--- config.mk ---
export PLATFORM = sky130hd
export DESIGN_NAME = wmpc_front
export DESIGN_NICKNAME = d
export VERILOG_FILES = /design/src/rtl/core/wmpc_pkg.sv /design/src/rtl/core/wmpc_front.sv
export SDC_FILE = /design/constraint.sdc
export NUM_CORES = 1
export LEC_CHECK = 0
export BUFFER_PORTS_ARGS = -buffer_cell sky130_fd_sc_hd__buf_2
export CAP_MARGIN = 20
export CELL_PAD_IN_SITES_DETAIL_PLACEMENT = 1
export CELL_PAD_IN_SITES_GLOBAL_PLACEMENT = 1
export CORE_MARGIN = 5
export CORE_UTILIZATION = 40
export CTS_BUF_LIST = sky130_fd_sc_hd__clkbuf_8
export DETAILED_ROUTE_END_ITERATION = 6
export PLACE_DENSITY_LB_ADDON = 0.1
export SYNTH_ARGS = -nofsm -noshare
export SYNTH_HDL_FRONTEND = slang
export SYNTH_SLANG_ARGS = --single-unit
--- constraint.sdc ---
create_clock -name clk -period 8.5 [get_ports clk]
set_input_delay 0.425 -clock clk [delete_from_list [all_inputs] [get_ports clk]]
set_output_delay 0.425 -clock clk [all_outputs]
set_load 0.03 [all_outputs]
--- src/rtl/core/wmpc_pkg.sv ---
package wmpc_pkg;

  localparam int VALUE_W          = 16;
  localparam int COST_W           = 32;
  localparam int ROW_COUNT_W      = 7;
  localparam int END_ROW_W        = 6;
  localparam int IN_TDATA_W       = 16;
  localparam int OUT_TDATA_W      = 40;
  localparam int MAX_ROWS_DEFAULT = 64;

  typedef logic signed [COST_W-1:0]  cost_t;
  typedef logic signed [VALUE_W-1:0] value_t;
  typedef logic [1:0]                kind_t;

  localparam cost_t COST_MAX = {1'b0, {(COST_W-1){1'b1}}};
  localparam cost_t COST_MIN = {1'b1, {(COST_W-1){1'b0}}};

  // Position of a cell within its column, picks where the three neighbors come from
  localparam kind_t KIND_SINGLE = 2'd0;
  localparam kind_t KIND_TOP    = 2'd1;
  localparam kind_t KIND_MID    = 2'd2;
  localparam kind_t KIND_BOTTOM = 2'd3;

  typedef struct packed {
    kind_t kind;
    logic  first;     // cell of the first column of a matrix
    logic  end_col;   // last row of the column
    logic  last_col;  // final-column flag of the item
  } wmpc_ctrl_t;

  function automatic cost_t sat_add(cost_t a, value_t b);
    logic signed [COST_W+1:0] s;
    s = {{2{a[COST_W-1]}}, a} + {{(COST_W+2-VALUE_W){b[VALUE_W-1]}}, b};
    if (s[COST_W+1:COST_W-1] == 3'b000 || s[COST_W+1:COST_W-1] == 3'b111) begin
      return s[COST_W-1:0];
    end else if (s[COST_W+1]) begin
      return COST_MIN;
    end else begin
      return COST_MAX;
    end
  endfunction

endpackage

--- src/rtl/core/wmpc_front.sv ---
module wmpc_front #(
  parameter int MAX_ROWS = wmpc_pkg::MAX_ROWS_DEFAULT,
  localparam int RW = (MAX_ROWS > 1) ? $clog2(MAX_ROWS) : 1,
  localparam int AW = RW + 1
) (
  input  logic                               clk,
  input  logic                               rst,
  input  logic                               cfg_we,
  input  logic [wmpc_pkg::ROW_COUNT_W-1:0]   cfg_data,
  input  logic                               accept,
  input  logic                               in_last_column,
  input  logic                               s1_valid,
  input  logic [AW-1:0]                      s1_waddr,
  output wmpc_pkg::wmpc_ctrl_t               ctrl,
  output logic [RW-1:0]                      row,
  output logic [AW-1:0]                      waddr,
  output logic [AW-1:0]                      raddr_a,
  output logic [AW-1:0]                      raddr_b,
  output logic                               fwd_a,
  output logic                               fwd_b
);

  import wmpc_pkg::*;

  localparam int CW = $clog2(MAX_ROWS + 1);

  logic [ROW_COUNT_W-1:0] row_count;
  logic [RW-1:0]          row_position;
  logic                   bank;
  logic                   first_column;

  logic [CW-1:0] rows_eff;
  logic [RW-1:0] last_idx;
  logic [RW-1:0] idx_a;
  logic [RW-1:0] idx_b;
  logic          at_last;
  kind_t         kind;

  always_comb begin
    priority if (row_count == '0) begin
      rows_eff = CW'(1);
    end else if (32'(row_count) > 32'(MAX_ROWS)) begin
      rows_eff = CW'(MAX_ROWS);
    end else begin
      rows_eff = CW'(row_count);
    end
    last_idx = RW'(rows_eff - CW'(1));
    // a shrunk row count ends the column at the new last row
    row      = (row_position > last_idx) ? last_idx : row_position;
    at_last  = (row == last_idx);

    priority if (last_idx == '0) begin
      kind = KIND_SINGLE;
    end else if (row == '0) begin
      kind = KIND_TOP;
    end else if (at_last) begin
      kind = KIND_BOTTOM;
    end else begin
      kind = KIND_MID;
    end

    unique case (kind)
      KIND_TOP: begin
        idx_a = last_idx;
        idx_b = RW'(1);
      end
      KIND_MID: begin
        idx_a = row + RW'(1);
        idx_b = row;
      end
      KIND_BOTTOM: begin
        idx_a = row - RW'(1);
        idx_b = row;
      end
      KIND_SINGLE: begin
        idx_a = row;
        idx_b = row;
      end
    endcase
  end

  assign raddr_a = {~bank, idx_a};
  assign raddr_b = {~bank, idx_b};
  assign waddr   = {bank, row};
  // the item ahead writes at the same edge these reads are taken
  assign fwd_a   = s1_valid && (raddr_a == s1_waddr);
  assign fwd_b   = s1_valid && (raddr_b == s1_waddr);
  assign ctrl    = '{kind: kind, first: first_column, end_col: at_last,
                     last_col: in_last_column};

  always_ff @(posedge clk) begin
    if (rst) begin
      row_count    <= ROW_COUNT_W'(1);
      row_position <= '0;
      bank         <= 1'b0;
      first_column <= 1'b1;
    end else begin
      if (cfg_we) begin
        row_count <= cfg_data;
      end
      if (accept) begin
        if (at_last) begin
          row_position <= '0;
          bank         <= ~bank;
          first_column <= in_last_column;
        end else begin
          row_position <= row + RW'(1);
        end
      end
    end
  end

endmodule

==> summary.txt <==
Floorplan
  – Core ar.: 5410 um^2
  – # IOs: 54
  – Die area: 7070 um^2
  – Die width: 84.1 um
  – Die Span Y: 84.1 um
  – Initial core utilization: 40.6%
  – Rows: 27

Timing
  – Worst slew pin tran: 0.941 ns
  – Fin. Hold Viols: 0
  – Min Tclk post-route: 7.52 ns
  – Setup TNS: 0 ns
  – RSZ-0062 raised after global routing: false
  – Final worst-path cycle share: 88.5%
  – Layout Skew: 0.00372 ns
  – Max frequency: 133 MHz
  – Max_slew headroom: 36.8%
  – Final Max Tran Viols: 0
  – Finish-stage setup viols: 0

CTS
  – TritonCTS buffer count: 3
  – CTS resizes: 0
  – Clock transition at the registers of the reported paths: 0.06 ns
  – Clock Latency Late Sink: 0.26 ns
  – Clk sink count: 15
  – Root buffer cell: clkbuf_8
  – Hold_buf cts: 0
  – CTS tree: done
  – Longest Clk Path Bufs: 2
  – Post-CTS Setup Bufs: 0
  – H-tree lvl count: 1

Synth
  – Commonest register cell after synthesis: dfxtp_1
  – Mean post-synth cell area: 7.11 um^2
  – Post-Syn Area: 2200 um^2
  – Synth Warn #: 0
  – Most common cell in the netlist: nor2_1
  – Post-synthesis sequential area ratio: 13.7%
  – Synth area leader: dfxtp_1
  – Async SR Flop Fraction: 0%
  – Synth unique cells: 68
  – FF+latch count, synth: 15
  – Top-area cell type share of the netlist area: 13.7%
  – Post-synth top cells: nor2_1, nand2_1, a21oi_1
  – Number of enable flip-flop cells after synthesis: 0
  – Post-Syn Instances: 309
  – Synth area leaders: dfxtp_1, xnor2_1, mux2i_1, nor2_1, a21oi_1
  – Syn Nets: 336

Placement
  – Placed Instances: 412
  – DP HPWL: 6150 um
  – Final Wtd Congestion: 0.864
  – Port bufs: 53

GRT
  – Vias in the first global route: 2357
  – Largest net degree at the start of global routing: 16
  – Grt ovf: 0
  – Met1 usage: 30.4%
  – Gr busiest metal: met2
  – Initial antenna violation count: 0
  – First-pass GRT wire length: 12200 um
  – M3 GR Usage: 2.47%
  – Met2 Track Usage GR: 32.9%
  – GRT Overall Usage: 21.1%

Routing
  – Remaining DRCs: 0
  – Drt wl/cell: 18.2 um
  – Initial DRT Pass Iterations: 4
  – Final ANT Viol Nets: 0
  – Post-DR vias/cell: 5.68
  – Drt first-iter violations: 185
  – Via Count: 2363
  – Total routed wirelength: 7560 um

Worst setup path
  – R2R depth: 23
  – Crit path launch type: flop
  – CP max stage cell: a21oi_1
  – Crit Path Class: flop to primary output
  – Crit. End Element: primary output
  – RR Startpoint: row_count[6]
  – Most frequent CP cell: ha_1
  – Slowest cell delay on critical path: 0.59 ns
  – Max FO, Critical Path: 8
  – Reg2Reg Setup Slack: 1.97 ns
  – CP required: 8.08 ns
  – Worst EP arrival: 7.10 ns
  – Worst flop-to-flop path endpoint: row_position[4]

Pwr
  – VDD IR max: 0.000229 V
  – Pwr dens: 350 nW/um^2
  – PnR Total Power: 865 uW
  – Leakage: 0.00112 uW

Final layout
  – Post-Layout Cell Count: 416
  – Layout cells sized above 1: 22.7%
  – Syn-to-layout area delta: 12.5%
  – N_diodes: 0
  – Layout Nets: 372
  – Fill cells: 736

Worst hold path
  – Hold_sp: cfg_data[0]
  – WHS Path Cells: 2
  – Hold EP: row_count[0]
  – HP Class: input pin to flop

Job
  – Max-cap viol count: 0

Status
  – Outcome: complete, no violations
==> state kept, by name (all words and copies together), names as in the netlist <==
register	cells
bank	1
row_position	6
first_column	1
row_count	7
==> cell families (layout without fill, tap and decap cells) <==
| kind of cell | Yosys count | count (layout) | share of synthesized area, % |
|---|---|---|---|
| compound gates | 75 | 75 | 24.6 |
| xor+xnor | 24 | 24 | 9.57 |
| fa+ha+maj | 9 | 9 | 4.96 |
| buf+inv | 44 | 79 | 9.86 |
| flops | 15 | 15 | 13.7 |
| mux | 16 | 16 | 7.52 |
| simple gates | 126 | 126 | 29.8 |
==> worst max-delay path by stage <==
stage,startpoint,endpoint,slack [ns],depth (start not counted)
final,row_count[6],fwd_a,0.98,25
after CTS,row_count[6],fwd_a,1.08,25
after floorplan,row_count[2],fwd_a,1.78,25
after detailed placement,row_count[6],fwd_a,1.38,25
after global routing,row_count[6],fwd_a,0.51,25
after global placement,row_count[6],fwd_a,1.66,25
==> critical path, delay by kind of cell, from the launching register on <==
kind,cells,cell delay (ns)
adders and majority gates,4,1.32
DFF,1,0.46
AOI/OAI and AO/OA,8,2.14
buffers and inverters,4,0.76
and+or+nand+nor,7,1.42
muxes,1,0.32
xor gates and xnor gates,1,0.40
==> routing by layer <==
layer  share of wire [%]  wire length (um)
met5                   0                 0
met3                 4.4               330
met2                  45              3410
met1                  49              3690
met4                 1.8               134
==> power breakdown <==
| part | internal (uW) | switching (uW) | total, uW |
|---|---|---|---|
| sequential | 78.6 | 13.2 | 91.8 |
| combinational | 236 | 477 | 713 |
| clock | 33.0 | 27.4 | 60.4 |
==> stage by stage <==
step	hold WS [ns]	setup slack [ns]	area, um^2	util (%)
2_1_floorplan	0.438	1.78	2200	-
3_3_place_gp	0.446	1.66	2420	44.8
3_5_place_dp	0.451	1.38	2420	44.8
4_1_cts	0.373	1.08	2470	45.7
5_1_grt	0.372	0.514	2470	45.7
6_report	0.378	0.979	2470	45.7
==> cell type report <==
type                    instances  area [um^2]  area share, %
multi-input cells             250         1680           68.0
flip-flops and latches         15          300           12.2
repair buffers                 54          273           11.0
well taps                      72         90.1           3.65
inverters                      21         78.8           3.19
clock buffers                   3         41.3           1.67
clock inverters                 1         7.51          0.304
==> cell usage in the layout (no fill, tap or decap), drive strengths merged, types with 2 or more instances in the layout <==
master  instances
a31o            2
a22oi           2
ha              7
nor3b           3
a41oi           2
o31ai           4
a21oi          23
or3             3
and4            2
or2             2
o21a            2
nand3b          2
nor2           33
buf            54
maj3            2
dfxtp          15
o32ai           3
xor2            6
a211o           2
or4             5
nand2b          9
xnor2          18
o211a           3
o211ai          5
nor3           11
nand2          25
inv            21
nand3          17
o21ai          12
a21o            4
nor4            4
clkbuf          3
nor2b           4
a32oi           2
mux2i          15
Note: power is estimated with default switching activity, not from simulation.
