--- config.mk ---
export PLATFORM = sky130hd
export DESIGN_NAME = wmpc_cost
export DESIGN_NICKNAME = d
export VERILOG_FILES = /design/src/rtl/core/wmpc_pkg.sv /design/src/rtl/core/wmpc_cost.sv
export SDC_FILE = /design/constraint.sdc
export NUM_CORES = 1
export LEC_CHECK = 0
export BUFFER_PORTS_ARGS = -buffer_cell sky130_fd_sc_hd__buf_2
export CAP_MARGIN = 15
export CORE_MARGIN = 2
export CORE_UTILIZATION = 50
export CTS_CLUSTER_DIAMETER = 30
export CTS_CLUSTER_SIZE = 14
export DETAILED_ROUTE_END_ITERATION = 8
export PLACE_DENSITY = 0.72
export SETUP_SLACK_MARGIN = 0.3
export SLEW_MARGIN = 20
export SYNTH_ARGS = -nofsm -noshare
export SYNTH_HDL_FRONTEND = slang
export SYNTH_SLANG_ARGS = --single-unit
--- constraint.sdc ---
create_clock -name clk -period 10.9 [get_ports clk]
set_input_delay 1.09 -clock clk [delete_from_list [all_inputs] [get_ports clk]]
set_output_delay 1.09 -clock clk [all_outputs]
set_load 0.005 [all_outputs]
--- src/rtl/core/wmpc_pkg.sv ---
package wmpc_pkg;

  localparam int VALUE_W          = 16;
  localparam int COST_W           = 32;
  localparam int ROW_COUNT_W      = 7;
  localparam int END_ROW_W        = 6;
  localparam int IN_TDATA_W       = 16;
  localparam int OUT_TDATA_W      = 40;
  localparam int MAX_ROWS_DEFAULT = 64;

  typedef logic signed [COST_W-1:0]  cost_t;
  typedef logic signed [VALUE_W-1:0] value_t;
  typedef logic [1:0]                kind_t;

  localparam cost_t COST_MAX = {1'b0, {(COST_W-1){1'b1}}};
  localparam cost_t COST_MIN = {1'b1, {(COST_W-1){1'b0}}};

  // Position of a cell within its column, picks where the three neighbors come from
  localparam kind_t KIND_SINGLE = 2'd0;
  localparam kind_t KIND_TOP    = 2'd1;
  localparam kind_t KIND_MID    = 2'd2;
  localparam kind_t KIND_BOTTOM = 2'd3;

  typedef struct packed {
    kind_t kind;
    logic  first;     // cell of the first column of a matrix
    logic  end_col;   // last row of the column
    logic  last_col;  // final-column flag of the item
  } wmpc_ctrl_t;

  function automatic cost_t sat_add(cost_t a, value_t b);
    logic signed [COST_W+1:0] s;
    s = {{2{a[COST_W-1]}}, a} + {{(COST_W+2-VALUE_W){b[VALUE_W-1]}}, b};
    if (s[COST_W+1:COST_W-1] == 3'b000 || s[COST_W+1:COST_W-1] == 3'b111) begin
      return s[COST_W-1:0];
    end else if (s[COST_W+1]) begin
      return COST_MIN;
    end else begin
      return COST_MAX;
    end
  endfunction

endpackage

--- src/rtl/core/wmpc_cost.sv ---
module wmpc_cost #(
  parameter int MAX_ROWS = wmpc_pkg::MAX_ROWS_DEFAULT,
  localparam int RW = (MAX_ROWS > 1) ? $clog2(MAX_ROWS) : 1,
  localparam int AW = RW + 1
) (
  input  logic                              clk,
  input  logic                              rst,
  input  logic                              accept,
  input  wmpc_pkg::value_t                  cell_value,
  input  wmpc_pkg::wmpc_ctrl_t              ctrl_in,
  input  logic [RW-1:0]                     row_in,
  input  logic [AW-1:0]                     waddr_in,
  input  logic                              fwd_a_in,
  input  logic                              fwd_b_in,
  input  wmpc_pkg::cost_t                   rd_a,
  input  wmpc_pkg::cost_t                   rd_b,
  input  logic                              m_tready,
  output logic                              advance,
  output logic                              s1_valid,
  output logic [AW-1:0]                     s1_waddr,
  output logic                              we,
  output wmpc_pkg::cost_t                   wdata,
  output logic                              m_tvalid,
  output wmpc_pkg::cost_t                   min_cost,
  output logic [wmpc_pkg::END_ROW_W-1:0]    end_row
);

  import wmpc_pkg::*;

  wmpc_ctrl_t    s1_ctrl;
  logic [RW-1:0] s1_row;
  value_t        s1_value;
  logic          s1_fwd_a;
  logic          s1_fwd_b;

  cost_t         fwd_cost;
  cost_t         win_mid;
  cost_t         win_dn;
  cost_t         prev_row0;
  cost_t         cur_row0;
  cost_t         best_cost;
  logic [RW-1:0] best_row;

  cost_t         pa;
  cost_t         pb;
  cost_t         up;
  cost_t         mid;
  cost_t         dn;
  cost_t         m;
  cost_t         cost;
  cost_t         nb_cost;
  logic [RW-1:0] nb_row;
  logic          emit;
  logic          fire;

  always_comb begin
    pa = s1_fwd_a ? fwd_cost : rd_a;
    pb = s1_fwd_b ? fwd_cost : rd_b;
    // middle rows reuse what the previous row already fetched
    unique case (s1_ctrl.kind)
      KIND_TOP: begin
        up  = pa;
        mid = prev_row0;
        dn  = pb;
      end
      KIND_MID: begin
        up  = win_mid;
        mid = win_dn;
        dn  = pa;
      end
      KIND_BOTTOM: begin
        up  = pa;
        mid = pb;
        dn  = prev_row0;
      end
      KIND_SINGLE: begin
        up  = prev_row0;
        mid = prev_row0;
        dn  = prev_row0;
      end
    endcase
    m = mid;
    if (up < m) begin
      m = up;
    end
    if (dn < m) begin
      m = dn;
    end
    if (s1_ctrl.first) begin
      cost = {{(COST_W-VALUE_W){s1_value[VALUE_W-1]}}, s1_value};
    end else begin
      cost = sat_add(m, s1_value);
    end
    if (s1_row == '0 || cost < best_cost) begin
      nb_cost = cost;
      nb_row  = s1_row;
    end else begin
      nb_cost = best_cost;
      nb_row  = best_row;
    end
  end

  assign emit    = s1_ctrl.end_col && s1_ctrl.last_col;
  assign advance = !s1_valid || !emit || !m_tvalid || m_tready;
  assign fire    = s1_valid && advance;
  assign we      = fire;
  assign wdata   = cost;

  always_ff @(posedge clk) begin
    if (rst) begin
      s1_valid  <= 1'b0;
      m_tvalid  <= 1'b0;
      best_cost <= COST_MAX;
      best_row  <= '0;
    end else begin
      if (accept) begin
        s1_valid <= 1'b1;
      end else if (advance) begin
        s1_valid <= 1'b0;
      end
      if (fire && emit) begin
        m_tvalid <= 1'b1;
      end else if (m_tready) begin
        m_tvalid <= 1'b0;
      end
      if (fire) begin
        if (emit) begin
          best_cost <= COST_MAX;
          best_row  <= '0;
        end else begin
          best_cost <= nb_cost;
          best_row  <= nb_row;
        end
      end
    end
  end

  always_ff @(posedge clk) begin
    if (accept) begin
      s1_ctrl  <= ctrl_in;
      s1_row   <= row_in;
      s1_value <= cell_value;
      s1_waddr <= waddr_in;
      s1_fwd_a <= fwd_a_in;
      s1_fwd_b <= fwd_b_in;
    end
    if (fire) begin
      fwd_cost <= cost;
      win_mid  <= mid;
      win_dn   <= dn;
      if (s1_row == '0) begin
        cur_row0 <= cost;
      end
      if (s1_ctrl.end_col) begin
        prev_row0 <= (s1_row == '0) ? cost : cur_row0;
      end
      if (emit) begin
        min_cost <= nb_cost;
        end_row  <= END_ROW_W'(nb_row);
      end
    end
  end

endmodule

==> out/qor.txt <==
Status -> finished clean
Htree depth -> 2
Die W -> 190.8 um
Asr flop ratio synth -> 0%
Area growth from synthesis to layout -> 40.60%
Compound-Gate Fraction of Synth Area -> 17.89%
Via count -> 15960
Total CTS buffers -> 58
Post-DRT Antenna Nets -> 0
First-pass GRT wire length -> 82880 um
Worst Path Required -> 11.38 ns
Largest net degree at the start of global routing -> 65
Worst slew margin -> 35.87%
Share of cells above drive strength 1 -> 39.20%
Die extent in y -> 190.8 um
Internal power -> 4.604 mW
CTS tree -> done
Initial antenna violation count -> 0
HPWL Detailed -> 39070 um
Core area -> 34460 um^2
Worst skew pair latency -> 0.60 ns
Setup crit end -> best_cost[26]$_SDFFE_PP1P_
GPL Wtd Cong -> 0.9597
Reg2reg path depth -> 54
Routed WL per cell -> 21.99 um
Fin util -> 71.15%
Clk pwr share -> 22.3%
Ys flop type -> edfxtp_1
Net switching power of the design -> 3.001 mW
Antenna diode count -> 0
Adder-cell share of the synthesized area -> 9.371%
Placed Instances -> 2498
Worst path max stage delay -> 0.44 ns
Part of the Yosys area used for sequential elements -> 44.89%
Mapped Avg Cell Area -> 10.22 um^2
Hold Crit Class -> register to register
Final hold vios -> 0
Buffers on Ports -> 184
Synth Instances -> 1707
CP arrival -> 11.29 ns
Xor/xnor share of the synthesized area -> 1.005%
Hold_ws -> 0.4758 ns
Final slew viol count -> 0
Fmax -> 92.47 MHz
Final Cycle Share -> 99.22%
Worst slew pin tran -> 0.9620 ns
Cell Pwr Density -> 310.2 nW/um^2
Largest family of logic cells by synthesized area -> compound AO/OA/AOI/OAI gates
Simple-gate share of the synthesized area -> 10.93%
Lkg Pwr -> 10.34 nW
R2r startpoint -> s1_ctrl[4]$_DFFE_PP_
Starting Density -> 50.61%
Final setup vio count -> 0
Total Die Area -> 36390 um^2
Vias per cell -> 6.025
Drt pass-1 iters -> 6
Crit Path Class -> register to register
Finished Layout Cells -> 2649
FF-to-FF End -> best_cost[26]$_SDFFE_PP1P_
Max Cap Viol -> 0
Vias in the first global route -> 15250
Yosys reg bits -> 274
Max Buffers Root-to-Sink -> 3
I/O Pins -> 185
Final Net Count -> 2384
R2r setup slk -> 0.09 ns
Reg clk slew, reported paths -> 0.05 ns
Sw frac -> 39.46%
Startpoint Class -> register
Num rows -> 68
Logic pwr share -> 59.1%
Mapped Area -> 17440 um^2
VDD IR-drop max -> 268.8 uV
Synth unique cells -> 66
DR DRC count -> 0
Worst-path maximum fanout -> 28
Hold buffers post-CTS -> 0
Syn. warnings -> 0
Critical Path Sink Type -> register
Critical-path top delay cell -> a2111o_1
Post-synth EDFFs -> 234
WL final -> 58250 um
Post-Syn Nets -> 1941
# fillers -> 2376
Clk sinks -> 274
Overall routing resource usage -> 29.56%
Iter 0 DRT Violations -> 1437
Most Frequent Cell on Critical Path -> buf_4
Reg power frac -> 18.6%
GR Overflow Total -> 0
Root buf cell -> clkbuf_16
First element of the critical path -> s1_ctrl[4]$_DFFE_PP_
Clock skew -> 0.02451 ns
Minimum clock period -> 10.81 ns
RSZ-0062 raised after global routing -> yes
Post-synthesis mux area share -> 10.27%
## final cells by class
cell class	count	area (um^2)	share of cell area [%]
Inverter	147	554.3	2.261
Timing Repair Buffer	483	3681	15.01
Multi-Input combinational cell	1186	9995	40.76
Clock buffer	64	1505	6.139
Clock inverter	40	386.6	1.577
Sequential cell	274	7828	31.92
Tap cell	455	569.3	2.322
## synth_stat cells, types with 4 or more instances
cell / n / share of area (%)
edfxtp_1: 234 / 40
o21ai_0: 91 / 2.6
nor3_1: 12 / 0.34
a22o_1: 8 / 0.40
nand3_1: 44 / 1.3
nor4_1: 31 / 1.1
a21oi_1: 154 / 4.4
nand4_1: 28 / 1.0
a31oi_1: 31 / 1.1
dfxtp_1: 40 / 4.6
nand2_1: 132 / 2.8
o21a_1: 41 / 1.8
o21bai_1: 8 / 0.34
xor2_1: 4 / 0.20
inv_1: 146 / 3.1
and2_1: 5 / 0.18
and3_1: 7 / 0.25
mux2i_1: 63 / 3.6
a211o_1: 6 / 0.30
xnor2_1: 16 / 0.80
nand2b_1: 7 / 0.25
buf_2: 8 / 0.23
o211ai_1: 9 / 0.39
nor2b_1: 53 / 1.9
a221oi_1: 33 / 1.7
a22oi_1: 31 / 1.3
nor2_1: 46 / 0.99
o31ai_1: 5 / 0.22
a21o_1: 26 / 1.1
and4_1: 5 / 0.25
buf_1: 17 / 0.37
a21boi_0: 4 / 0.17
a211oi_1: 11 / 0.47
ha_1: 129 / 9.3
clkbuf_1: 72 / 1.5
mux2_2: 101 / 6.5
## cells by family after synthesis
logic type | count (synthesis)
compound gates | 487
simple gates | 383
flops | 274
buf+inv | 247
mux | 166
fa+ha+maj | 130
xor+xnor | 20
## worst min-delay path by stage
stage	cells past startpoint	startpoint	end	slack [ns]
final	1	best_row[3]$_SDFFE_PP0P_	best_row[3]$_SDFFE_PP0P_	0.48
after global routing	1	best_row[1]$_SDFFE_PP0P_	best_row[1]$_SDFFE_PP0P_	0.49
after CTS	1	best_row[3]$_SDFFE_PP0P_	best_row[3]$_SDFFE_PP0P_	0.48
after detailed placement	1	best_row[1]$_SDFFE_PP0P_	best_row[1]$_SDFFE_PP0P_	0.46
after global placement	1	best_cost[26]$_SDFFE_PP1P_	best_cost[26]$_SDFFE_PP1P_	0.45
after floorplan	1	best_row[0]$_SDFFE_PP0P_	best_row[0]$_SDFFE_PP0P_	0.44
## state kept, by name, indices dropped and copies added, names as in the netlist, 7 cells and up
name / cells
win_mid: 32
win_dn: 32
best_cost: 32
fwd_cost: 32
s1_value: 16
prev_row0: 32
cur_row0: 32
min_cost: 32
s1_waddr: 7
## routing by layer
layer | track usage [%] | up-vias | share of wire (%)
li1 | - | 7310 | -
met4 | 11.00 | 0 | 3.1
met5 | 0 | - | 0
met1 | 40.20 | 7664 | 41
met3 | 5.355 | 122 | 8.8
met2 | 47.07 | 864 | 47
## power by group through the flow
stage	clock [mW]	sequential, mW	combinational [mW]
2_1_floorplan	0	1.41	1.99
3_3_place_gp	0	1.42	3.42
6_report	1.69	1.41	4.50
4_1_cts	1.71	1.41	3.67
3_5_place_dp	0	1.43	3.48
5_1_grt	1.76	1.42	4.80
## layout by cell type, fill, tap and decap left out, types with 10 or more instances in the layout
master     Yosys  final
buf_4          0    252
inv_1        146    144
mux2i_4        0     27
nand3_1       44     38
buf_2          8    184
ha_4           0     21
buf_6          0     10
a21oi_1      154    120
nand2_1      132    128
o21ai_2        0     15
nor4_1        31     21
o21a_1        41     41
mux2i_1       63     29
o21ai_0       91     48
xnor2_1       16     16
dfxtp_1       40     40
clkbuf_16      0     67
nor2_1        46     43
nor3_1        12     11
a31oi_1       31     29
nor2b_1       53     53
a22oi_1       31     30
buf_12         3     19
a221oi_1      33     17
a21oi_2        0     25
mux2_2       101    101
a21o_1        26     26
a221oi_2       1     14
edfxtp_1     234    234
o21ai_1        1     28
nand4_1       28     28
ha_1         129    101
## repair_timing
action / 4_1_cts / 5_1_grt
pin swaps: 16 / 81
setup endpoints to repair: 96 / 107
gates resized for setup: 70 / 237
buffers inserted: 5 / 31
cloned: 1 / 9
## critical path: cells and delay by family (launching register included)
kind | cells | cell delay [ns]
multiplexers | 2 | 0.38
flip-flops | 1 | 0.43
AND/OR/NAND/NOR | 12 | 2.48
adder cells (fa/ha/maj) | 5 | 1.17
AO/OA/AOI/OAI | 22 | 4.22
buffers and inverters | 13 | 2.02
## through the flow
stage	setup WS, ns	setup TNS, ns	power (mW)	instance area [um^2]
detailed placement	-0.4822	-31.30	4.910	20590
floorplan	0.3205	0	3.400	17500
CTS	0.3082	0	6.792	22810
global route	-0.3350	-19.76	7.979	24520
global placement	-0.3475	-21.43	4.843	20590
finish	0.08525	0	7.605	24520
(Power assumes the default switching activity.)
